File: config.mk
export PLATFORM = sky130hd
export DESIGN_NAME = nslice_coordinate_mapper
export DESIGN_NICKNAME = d
export VERILOG_FILES = /design/src/hw/rtl/nscm_pkg.sv /design/src/hw/rtl/nscm_stop_ram.sv /design/src/hw/rtl/nscm_term.sv /design/src/hw/rtl/nscm_ctrl.sv /design/src/hw/rtl/nslice_coordinate_mapper.sv
export SDC_FILE = /design/constraint.sdc
export NUM_CORES = 2
export LEC_CHECK = 0
export ABC_AREA = 0
export CORE_MARGIN = 8
export CORE_UTILIZATION = 35
export CTS_BUF_LIST = sky130_fd_sc_hd__clkbuf_16
export DETAILED_ROUTE_END_ITERATION = 7
export DONT_BUFFER_PORTS = 1
export GPL_TIMING_DRIVEN = 0
export RECOVER_POWER = 25
export SLEW_MARGIN = 40
export SYNTH_ARGS = -nofsm -noshare
export SYNTH_HDL_FRONTEND = slang
export SYNTH_SLANG_ARGS = --single-unit
File: constraint.sdc
create_clock -name clk -period 15.3 [get_ports clk]
set_input_delay 3.06 -clock clk [delete_from_list [all_inputs] [get_ports clk]]
set_output_delay 3.06 -clock clk [all_outputs]
set_load 0.02 [all_outputs]
File: src/hw/rtl/nscm_pkg.sv
// Shared constants, types and helpers for the nine-slice coordinate mapper.
// Depends on nothing; nscm_term, nscm_ctrl and the top level import it.
package nscm_pkg;

    // Table geometry and number format.
    localparam int MAX_STOPS = 16;
    localparam int FRAC_BITS = 16;
    localparam int IDX_W     = $clog2(MAX_STOPS);
    localparam int CNT_W     = $clog2(MAX_STOPS + 1);
    localparam int MASK_W    = 15;
    localparam int VAL_W     = 32;
    localparam int SPAN_W    = VAL_W + 1;
    localparam int PROD_W    = 2 * VAL_W;
    localparam int Q_W       = PROD_W - FRAC_BITS + 1;
    localparam int TERM_W    = Q_W + 1;
    localparam int ACC_W     = TERM_W + IDX_W + 1;
    localparam int CFG_IDX_W = 2;

    // Tolerance of 0.01 in the fixed-point format, rounded to nearest.
    localparam int TOL_Q = ((1 << FRAC_BITS) + 50) / 100;

    // Clamp limits of the accumulator.
    localparam logic signed [ACC_W-1:0] ACC_HI = {{(ACC_W-VAL_W){1'b0}}, 1'b0, {(VAL_W-1){1'b1}}};
    localparam logic signed [ACC_W-1:0] ACC_LO = {{(ACC_W-VAL_W){1'b1}}, 1'b1, {(VAL_W-1){1'b0}}};

    // Operation codes of an input item.
    localparam logic OP_WRITE = 1'b0;
    localparam logic OP_MAP   = 1'b1;

    // Configuration register indexes.
    typedef enum logic [CFG_IDX_W-1:0] {
        REG_STOP_COUNT   = 2'd0,
        REG_FIXED_MASK   = 2'd1,
        REG_USE_SCALE    = 2'd2,
        REG_SCALE_FACTOR = 2'd3
    } reg_index_t;

    // Sequencer states.
    typedef enum logic [2:0] {
        ST_IDLE,
        ST_FIRST,
        ST_LAST,
        ST_WALK,
        ST_DRAIN
    } state_t;

    // Configuration register contents.
    typedef struct packed {
        logic [4:0]        stop_count;
        logic [MASK_W-1:0] fixed_mask;
        logic              use_scale;
        logic [VAL_W-1:0]  scale_factor;
    } cfg_t;

    // One segment handed to the term unit.
    typedef struct packed {
        logic                     valid;
        logic                     fixed;
        logic signed [SPAN_W-1:0] span;
    } seg_t;

    // One finished term returned by the term unit.
    typedef struct packed {
        logic                     valid;
        logic                     pend;
        logic signed [TERM_W-1:0] value;
    } term_t;

    // One result item.
    typedef struct packed {
        logic                    done;
        logic signed [VAL_W-1:0] mapped;
        logic                    passed_through;
        logic                    saturated;
    } result_t;

    // Fixed bit of a segment; segments past the mask are stretchable.
    function automatic logic seg_fixed(input logic [MASK_W-1:0] mask,
                                       input logic [IDX_W-1:0] seg);
        logic f;
        f = 1'b0;
        for (int i = 0; i < MASK_W; i++)
        begin
            if (int'(seg) == i)
            begin
                f = mask[i];
            end
        end
        return f;
    endfunction

endpackage

File: src/hw/rtl/nscm_stop_ram.sv
// Generic single-write, single-read synchronous RAM holding the stop table.
// Depends on nothing; read data is registered and appears in the cycle after the read request.
module nscm_stop_ram #(
    parameter int DEPTH = 16,
    parameter int WIDTH = 32
) (
    input  logic                     clk,
    input  logic                     we,
    input  logic [$clog2(DEPTH)-1:0] waddr,
    input  logic [WIDTH-1:0]         wdata,
    input  logic                     re,
    input  logic [$clog2(DEPTH)-1:0] raddr,
    output logic [WIDTH-1:0]         rdata
);
    logic [WIDTH-1:0] mem [DEPTH];
    logic [WIDTH-1:0] rdata_reg;

    // Write port.
    always_ff @(posedge clk)
    begin
        if (we)
        begin
            mem[waddr] <= wdata;
        end
    end

    // Registered read port.
    always_ff @(posedge clk)
    begin
        if (re)
        begin
            rdata_reg <= mem[raddr];
        end
    end

    assign rdata = rdata_reg;
endmodule

File: src/hw/rtl/nscm_term.sv
// Two-stage term unit: turns one segment span into its fixed, scaled or zero term.
// Depends on nscm_pkg for widths and the segment and term structs.
module nscm_term (
    input  logic                          clk,
    input  logic                          rst_n,
    input  nscm_pkg::seg_t                seg_in,
    input  logic                          use_scale,
    input  logic [nscm_pkg::VAL_W-1:0]    scale_factor,
    output nscm_pkg::term_t               term_out
);
    import nscm_pkg::*;

    logic                     s1_valid_reg;
    logic                     s1_fixed_reg;
    logic                     s1_zero_reg;
    logic                     s1_neg_reg;
    logic signed [SPAN_W-1:0] s1_span_reg;
    logic [PROD_W-1:0]        s1_prod_reg;
    logic                     s2_valid_reg;
    logic signed [TERM_W-1:0] s2_term_reg;

    logic                     neg;
    logic [SPAN_W-1:0]        mag_wide;
    logic [VAL_W-1:0]         mag;
    logic [PROD_W-1:0]        prod;
    logic [Q_W-1:0]           q;
    logic signed [TERM_W-1:0] term_next;

    // Stage one: magnitude of the span times the scale factor.
    always_comb
    begin
        neg      = seg_in.span[SPAN_W-1];
        mag_wide = neg ? SPAN_W'(-seg_in.span) : SPAN_W'(seg_in.span);
        mag      = mag_wide[VAL_W-1:0];
        prod     = PROD_W'(mag) * PROD_W'(scale_factor);
    end

    always_ff @(posedge clk or negedge rst_n)
    begin
        if (!rst_n)
        begin
            s1_valid_reg <= 1'b0;
        end
        else
        begin
            s1_valid_reg <= seg_in.valid;
        end
    end

    always_ff @(posedge clk)
    begin
        if (seg_in.valid)
        begin
            s1_fixed_reg <= seg_in.fixed;
            s1_zero_reg  <= !seg_in.fixed && !use_scale;
            s1_neg_reg   <= neg;
            s1_span_reg  <= seg_in.span;
            s1_prod_reg  <= prod;
        end
    end

    // Stage two: round half away from zero, restore the sign, pick the term.
    always_comb
    begin
        q = {1'b0, s1_prod_reg[PROD_W-1:FRAC_BITS]} + Q_W'(s1_prod_reg[FRAC_BITS-1]);
        if (s1_fixed_reg)
        begin
            term_next = TERM_W'(s1_span_reg);
        end
        else if (s1_zero_reg)
        begin
            term_next = '0;
        end
        else if (s1_neg_reg)
        begin
            term_next = -$signed({1'b0, q});
        end
        else
        begin
            term_next = $signed({1'b0, q});
        end
    end

    always_ff @(posedge clk or negedge rst_n)
    begin
        if (!rst_n)
        begin
            s2_valid_reg <= 1'b0;
        end
        else
        begin
            s2_valid_reg <= s1_valid_reg;
        end
    end

    always_ff @(posedge clk)
    begin
        if (s1_valid_reg)
        begin
            s2_term_reg <= term_next;
        end
    end

    assign term_out.valid = s2_valid_reg;
    assign term_out.pend  = s1_valid_reg;
    assign term_out.value = s2_term_reg;
endmodule

File: src/hw/rtl/nscm_ctrl.sv
// Sequencer of the mapper: reads stops, checks tolerance, walks segments,
// accumulates terms and registers the result. Depends on nscm_pkg.
module nscm_ctrl (
    input  logic                          clk,
    input  logic                          rst_n,
    input  logic                          start,
    input  logic                          operation,
    input  logic signed [nscm_pkg::VAL_W-1:0] coordinate,
    input  nscm_pkg::cfg_t                cfg,
    input  logic [nscm_pkg::VAL_W-1:0]    rd_data,
    output logic                          rd_en,
    output logic [nscm_pkg::IDX_W-1:0]    rd_addr,
    output nscm_pkg::seg_t                seg_out,
    input  nscm_pkg::term_t               term_in,
    output logic                          busy,
    output nscm_pkg::result_t             result
);
    import nscm_pkg::*;

    state_t                   state_reg, state_next;
    logic [IDX_W-1:0]         seg_reg, seg_next;
    logic [IDX_W-1:0]         last_idx_reg, last_idx_next;
    logic [IDX_W-1:0]         last_seg_reg, last_seg_next;
    logic signed [VAL_W-1:0]  coord_reg, coord_next;
    logic signed [VAL_W-1:0]  lo_reg, lo_next;
    logic signed [ACC_W-1:0]  acc_reg, acc_next;
    result_t                  res_reg, res_next;

    logic                     accept_map;
    logic [CNT_W-1:0]         cnt;
    logic signed [VAL_W-1:0]  hi;
    logic signed [VAL_W+1:0]  c_w, lo_w, hi_w, tol_w;
    logic                     outside;
    logic                     found;

    // Stop count limited to the table's range.
    always_comb
    begin
        if (cfg.stop_count < 5'd2)
        begin
            cnt = CNT_W'(2);
        end
        else if (int'(cfg.stop_count) > MAX_STOPS)
        begin
            cnt = CNT_W'(MAX_STOPS);
        end
        else
        begin
            cnt = CNT_W'(cfg.stop_count);
        end
    end

    assign accept_map = start && (state_reg == ST_IDLE) && (operation == OP_MAP);
    assign busy       = (state_reg != ST_IDLE);

    // Tolerance window and segment compare on the stop being returned.
    always_comb
    begin
        hi      = $signed(rd_data);
        c_w     = (VAL_W+2)'(coord_reg);
        lo_w    = (VAL_W+2)'(lo_reg);
        hi_w    = (VAL_W+2)'(hi);
        tol_w   = (VAL_W+2)'(TOL_Q);
        outside = (c_w < lo_w - tol_w) || (c_w > hi_w + tol_w);
        found   = (coord_reg <= hi);
    end

    // Next state and outputs.
    always_comb
    begin
        state_next    = state_reg;
        seg_next      = seg_reg;
        last_idx_next = last_idx_reg;
        last_seg_next = last_seg_reg;
        coord_next    = coord_reg;
        lo_next       = lo_reg;
        acc_next      = acc_reg;
        res_next      = res_reg;
        res_next.done = 1'b0;
        rd_en         = 1'b0;
        rd_addr       = '0;
        seg_out       = '0;

        if (term_in.valid)
        begin
            acc_next = acc_reg + ACC_W'(term_in.value);
        end

        case (state_reg)
            ST_IDLE:
            begin
                if (accept_map)
                begin
                    rd_en         = 1'b1;
                    rd_addr       = '0;
                    coord_next    = coordinate;
                    last_idx_next = IDX_W'(cnt - CNT_W'(1));
                    last_seg_next = IDX_W'(cnt - CNT_W'(2));
                    acc_next      = '0;
                    state_next    = ST_FIRST;
                end
            end
            ST_FIRST:
            begin
                lo_next    = hi;
                rd_en      = 1'b1;
                rd_addr    = last_idx_reg;
                state_next = ST_LAST;
            end
            ST_LAST:
            begin
                if (outside)
                begin
                    res_next.done           = 1'b1;
                    res_next.mapped         = coord_reg;
                    res_next.passed_through = 1'b1;
                    res_next.saturated      = 1'b0;
                    state_next              = ST_IDLE;
                end
                else
                begin
                    rd_en      = 1'b1;
                    rd_addr    = IDX_W'(1);
                    seg_next   = '0;
                    state_next = ST_WALK;
                end
            end
            ST_WALK:
            begin
                seg_out.valid = 1'b1;
                seg_out.fixed = seg_fixed(cfg.fixed_mask, seg_reg);
                seg_out.span  = found ? SPAN_W'(coord_reg) - SPAN_W'(lo_reg)
                                      : SPAN_W'(hi) - SPAN_W'(lo_reg);
                lo_next       = hi;
                if (found || (seg_reg == last_seg_reg))
                begin
                    state_next = ST_DRAIN;
                end
                else
                begin
                    rd_en    = 1'b1;
                    rd_addr  = IDX_W'(seg_reg + IDX_W'(2));
                    seg_next = seg_reg + IDX_W'(1);
                end
            end
            ST_DRAIN:
            begin
                if (!term_in.pend && !term_in.valid)
                begin
                    res_next.done           = 1'b1;
                    res_next.passed_through = 1'b0;
                    if (acc_reg > ACC_HI)
                    begin
                        res_next.mapped    = ACC_HI[VAL_W-1:0];
                        res_next.saturated = 1'b1;
                    end
                    else if (acc_reg < ACC_LO)
                    begin
                        res_next.mapped    = ACC_LO[VAL_W-1:0];
                        res_next.saturated = 1'b1;
                    end
                    else
                    begin
                        res_next.mapped    = acc_reg[VAL_W-1:0];
                        res_next.saturated = 1'b0;
                    end
                    state_next = ST_IDLE;
                end
            end
            default:
            begin
                state_next = ST_IDLE;
            end
        endcase
    end

    // Control registers and the result register.
    always_ff @(posedge clk or negedge rst_n)
    begin
        if (!rst_n)
        begin
            state_reg <= ST_IDLE;
            res_reg   <= '0;
        end
        else
        begin
            state_reg <= state_next;
            res_reg   <= res_next;
        end
    end

    // Payload registers.
    always_ff @(posedge clk)
    begin
        seg_reg      <= seg_next;
        last_idx_reg <= last_idx_next;
        last_seg_reg <= last_seg_next;
        coord_reg    <= coord_next;
        lo_reg       <= lo_next;
        acc_reg      <= acc_next;
    end

    assign result = res_reg;
endmodule

File: src/hw/rtl/nslice_coordinate_mapper.sv
// Top level of the nine-slice piecewise-linear coordinate mapper.
// Depends on nscm_pkg, nscm_stop_ram, nscm_term and nscm_ctrl.
//
// Channel   Signals                                            Transfer
// input     start, busy, operation, stop_index, stop_value,    start && !busy
//           coordinate
// result    done, mapped, passed_through, saturated            done (one cycle)
// config    cfg_we, cfg_index, cfg_data                        cfg_we
//
// A stop write gives no result; busy stays low.
// A map item keeps busy high while the first and last stops are read, and done
// shows once busy falls when it passes through; else busy also covers the walk
// of k segments (k <= 15) and the drain of the term unit before done shows: the
// single read port of the stop table delivers one stop per cycle.
// Reset clears the sequencer and loads the configuration defaults; the stop table is unset.
// Results cannot be held off; the next item is taken while done shows.
module nslice_coordinate_mapper (
    input  logic                                   clk,
    input  logic                                   rst_n,
    input  logic                                   start,
    output logic                                   busy,
    input  logic                                   operation,
    input  logic [3:0]                             stop_index,
    input  logic signed [nscm_pkg::VAL_W-1:0]      stop_value,
    input  logic signed [nscm_pkg::VAL_W-1:0]      coordinate,
    output logic                                   done,
    output logic signed [nscm_pkg::VAL_W-1:0]      mapped,
    output logic                                   passed_through,
    output logic                                   saturated,
    input  logic                                   cfg_we,
    input  logic [nscm_pkg::CFG_IDX_W-1:0]         cfg_index,
    input  logic [nscm_pkg::VAL_W-1:0]             cfg_data
);
    import nscm_pkg::*;

    cfg_t             cfg_reg;
    logic             wr_en;
    logic [IDX_W-1:0] wr_addr;
    logic             rd_en;
    logic [IDX_W-1:0] rd_addr;
    logic [VAL_W-1:0] rd_data;
    seg_t             seg;
    term_t            term;
    result_t          result;

    // Configuration registers.
    always_ff @(posedge clk or negedge rst_n)
    begin
        if (!rst_n)
        begin
            cfg_reg.stop_count   <= 5'd2;
            cfg_reg.fixed_mask   <= 15'h5555;
            cfg_reg.use_scale    <= 1'b1;
            cfg_reg.scale_factor <= 32'h0001_0000;
        end
        else if (cfg_we)
        begin
            case (cfg_index)
                REG_STOP_COUNT:   cfg_reg.stop_count   <= cfg_data[4:0];
                REG_FIXED_MASK:   cfg_reg.fixed_mask   <= cfg_data[MASK_W-1:0];
                REG_USE_SCALE:    cfg_reg.use_scale    <= cfg_data[0];
                REG_SCALE_FACTOR: cfg_reg.scale_factor <= cfg_data;
                default:          cfg_reg              <= cfg_reg;
            endcase
        end
    end

    // Stop writes go straight to the table; slots past its depth are dropped.
    assign wr_en   = start && !busy && (operation == OP_WRITE)
                     && (int'(stop_index) < MAX_STOPS);
    assign wr_addr = IDX_W'(stop_index);

    nscm_stop_ram #(
        .DEPTH (MAX_STOPS),
        .WIDTH (VAL_W)
    ) u_ram (
        .clk   (clk),
        .we    (wr_en),
        .waddr (wr_addr),
        .wdata (stop_value),
        .re    (rd_en),
        .raddr (rd_addr),
        .rdata (rd_data)
    );

    nscm_ctrl u_ctrl (
        .clk        (clk),
        .rst_n      (rst_n),
        .start      (start),
        .operation  (operation),
        .coordinate (coordinate),
        .cfg        (cfg_reg),
        .rd_data    (rd_data),
        .rd_en      (rd_en),
        .rd_addr    (rd_addr),
        .seg_out    (seg),
        .term_in    (term),
        .busy       (busy),
        .result     (result)
    );

    nscm_term u_term (
        .clk          (clk),
        .rst_n        (rst_n),
        .seg_in       (seg),
        .use_scale    (cfg_reg.use_scale),
        .scale_factor (cfg_reg.scale_factor),
        .term_out     (term)
    );

    assign done           = result.done;
    assign mapped         = result.mapped;
    assign passed_through = result.passed_through;
    assign saturated      = result.saturated;
endmodule

==> impl_metrics.toml <==
[placement]
dpl_cell_area_um2 = 84020
finalWeightedCongestion = 0.9976
port_buffers = 0
dp_hpwl_mm = 213.1

[status]
violations = "max-capacitance violations, max-slew violations"
status = "finished with violations"

[synth]
synth.distinct_cells = 98
synthCells = 7559
syn_nets = 9019
yosysMostFrequentCell = "inv_1"
synth_top_area_share_pct = 28.72
synth_xor_area_share_pct = 3.344
synth_fa_ha_area_share_pct = 30.01
yosys.area_share.simple_pct = 13.70
synth_top_family_by_area = "adder cells"
synth_area_leader_cell = "edfxtp_1"
synth_warnings = 0
synthArstFlopShare_pct = 10.31
syn_area_per_cell_um2 = 10.43
synth_seq_area_share_pct = 33.08
synth_mux_area_share_pct = 4.675
synth-edff-count = 754
syn_area_um2 = 78840
synth_compound_area_share_pct = 8.146
synth_seq_cells = 902
yosys-top-cells-area = "edfxtp_1 29%, fa_1 23%, ha_1 7.2%, inv_1 5.2%, nand2_1 4.3%"
yosys-top-cells-count = "1,082 x inv_1, 897 x fa_1, 893 x nand2_1, 754 x edfxtp_1, 491 x and2_1"
synthFlopType = "edfxtp_1"

[timing]
timing.final.setup_violations = 0
hold_ws_ns = 0.4984
slew-limit-headroom_pct = -6.957
worst_pin_slew_ns = 1.604
fmax_ghz = 0.06764
min_period_ns = 14.78
finalHoldViolCount = 0
fin_crit_sh_pct = 96.62
fin_skew_ns = 0.1002
maxSlewViolCount = 46

[cts]
htree_levels = 3
cts_tree = "yes"
insertion_delay_ns = 0.76
cts_root_buf = "clkbuf_16"
cts_sinks = 902
clockBufferDepth = 3
hold_buffers = 0
numCtsBuffers = 98
cts.clk_slew.worst_paths_ns = 0.06

[routing]
dr_total_vias = 58450
drt_iter0_drc = 5325
drc = 0
dr_wl_met3_mm = 22.52
vias_per_cell = 5.366
first_pass_iters = 6
drt-total-wl_mm = 265.8
ant_nets = 0
wl_met2_mm = 119.3
dr.max_layer_used = "met5"
wl_per_cell_um = 24.40
met1_length_mm = 109.5

[hold_path]
hold_path_depth = 2
worstHoldStart = "u_term.s1_span_reg[31]"
min_path_type = "flop to flop"
holdPathEnd = "u_term.s2_term_reg[31]"

[critical_path]
rrSetupSlack_ns = 0.52
crit_top_cell = "fa_1"
reg2reg_depth = 53
crit_path_max_fanout = 10
cp-start-kind = "flop"
cp_slowest_stage_delay_ns = 0.65
cp.arrival_ns = 15.19
cp-end-kind = "flop"
cp.required_ns = 15.71
crit_type = "flop to flop"
slowest_stage = "fa_1"
worst_r2r_startpoint = "u_ctrl.coord_reg[14]"
r2r_end = "u_term.s1_prod_reg[49]"

[global_routing]
antenna_found_initial = 40
grt_max_degree = 94
grt_pass1_wl_mm = 392.1
grt_pass1_vias = 60120
grt_usage_pct = 21.46
grt_overflow_total = 0

[die]
die-height_um = 490.6
core_area_um2 = 224500
io_pins = 143
start_util_pct = 35.13
dieArea_um2 = 240700
die_w_um = 490.6
rows = 174

[finish]
syn2layout_area_growth_pct = 12.61
nFillCells = 21640
drive_above_1_share_pct = 8.547
largest_register_ffs = 512
design_area_um2 = 88790
finalNetCount = 9249

[power]
power.internal_mw = 8.164
power_frac_seq_pct = 22.8
swShare_pct = 48.41
p_leak_nw = 37.58
p_comb_share_pct = 61.1
ir_drop_mv = 0.1729
p_clk_share_pct = 16.1
p_sw_mw = 7.661
power.total_mw = 15.83
power.density_nw_per_um2 = 178.2

[flow_run]
drv_cap = 2
how the worst max path moves through the flow:
stage | startpoint | depth (start not counted) | end
6_report | u_ctrl.coord_reg[14] | 53 | u_term.s1_prod_reg[49]
5_1_grt | u_ctrl.coord_reg[31] | 54 | u_term.s1_prod_reg[58]
4_1_cts | u_ram.rdata[26] | 55 | u_term.s1_prod_reg[58]
3_5_place_dp | u_ctrl.coord_reg[31] | 54 | u_term.s1_prod_reg[58]
3_3_place_gp | u_ctrl.state_reg[2] | 37 | u_term.s1_prod_reg[54]
2_1_floorplan | u_ctrl.state_reg[2] | 38 | u_term.s1_prod_reg[58]
what timing repair did:
action | 4_1_cts | 5_1_grt
cloned | 0 | 0
setup endpoints to repair | 49 | 22
pin swaps | 17 | 16
resized for setup | 99 | 128
setup buffers | 50 | 24
layout make-up:
cell class / instances / area, um^2 / share of cell area [%]
Inverter: 1083 / 4065 / 4.579
Antenna cell: 27 / 67.56 / 0.07610
Buffer: 355 / 1655 / 1.864
Tap cell: 2992 / 3744 / 4.216
Sequential cell: 902 / 26080 / 29.38
Clock inverter: 87 / 1031 / 1.161
Timing Repair Buffer: 143 / 1710 / 1.926
Multi-Input combinational cell: 5206 / 47980 / 54.04
Clock buffer: 98 / 2452 / 2.762
through the flow:
step / setup slack [ns] / util, % / setup TNS [ns] / std cells
CTS: 0.008654 / 39.32 / 0 / 10850
finish: 0.5166 / 39.56 / 0 / 10890
global placement: -5.600 / 36.79 / -209.01 / 10550
global route: -0.03651 / 39.54 / -0.08908 / 10880
detailed placement: -3.185 / 37.43 / -98.19 / 10620
floorplan: 1.293 / - / 0 / 7559
critical path: cells and delay by family, from the launching register on:
| kind | cells | cell delay, ns |
|---|---|---|
| adder cells (fa/ha/maj) | 11 | 5.58 |
| AND/OR/NAND/NOR | 11 | 2.31 |
| AO/OA/AOI/OAI | 16 | 3.73 |
| buffers and inverters | 12 | 1.68 |
| flip-flops | 1 | 0.61 |
| XOR/XNOR | 3 | 0.49 |
power groups by stage:
stage	logic (mW)	registers, mW	clock network [mW]
final	9.66	3.61	2.55
after detailed placement	9.19	3.66	0
after global placement	9.06	3.67	0
after CTS	9.45	3.61	2.60
after floorplan	6.16	3.43	0
after global routing	10.6	3.64	2.68
cell families (layout without fill, tap and decap cells):
| family | Yosys count | in the layout |
|---|---|---|
| simple gates | 2207 | 2207 |
| buf+inv | 1451 | 1766 |
| fa+ha+maj | 1353 | 1353 |
| compound gates | 989 | 989 |
| flops | 902 | 902 |
| mux | 356 | 356 |
| xor+xnor | 301 | 301 |
| other cells | 0 | 27 |
cell usage in the layout (no fill, tap or decap), drive strengths merged, types with 34 or more instances in the layout:
master,count
mux2i,267
mux2,88
clkbuf,401
a221o,36
o21ai,186
o31ai,34
and3,45
a21oi,268
dfrtp,82
ha,456
nand4,87
o22ai,68
buf,193
and2,494
inv,1098
xnor2,212
xor2,89
o211ai,44
a21o,106
dfxtp,55
nor2,294
edfxtp,754
clkinv,51
nor2b,34
fa,897
nand3,132
nor3,77
nand2,893
routing by layer:
metal / global-route usage [%] / vias up
li1: - / 25670
met1: 28.24 / 29750
met2: 33.98 / 2449
met3: 4.588 / 575
met4: 9.826 / 18
met5: 0 / -
No activity file was read; power rests on OpenSTA's default activity.
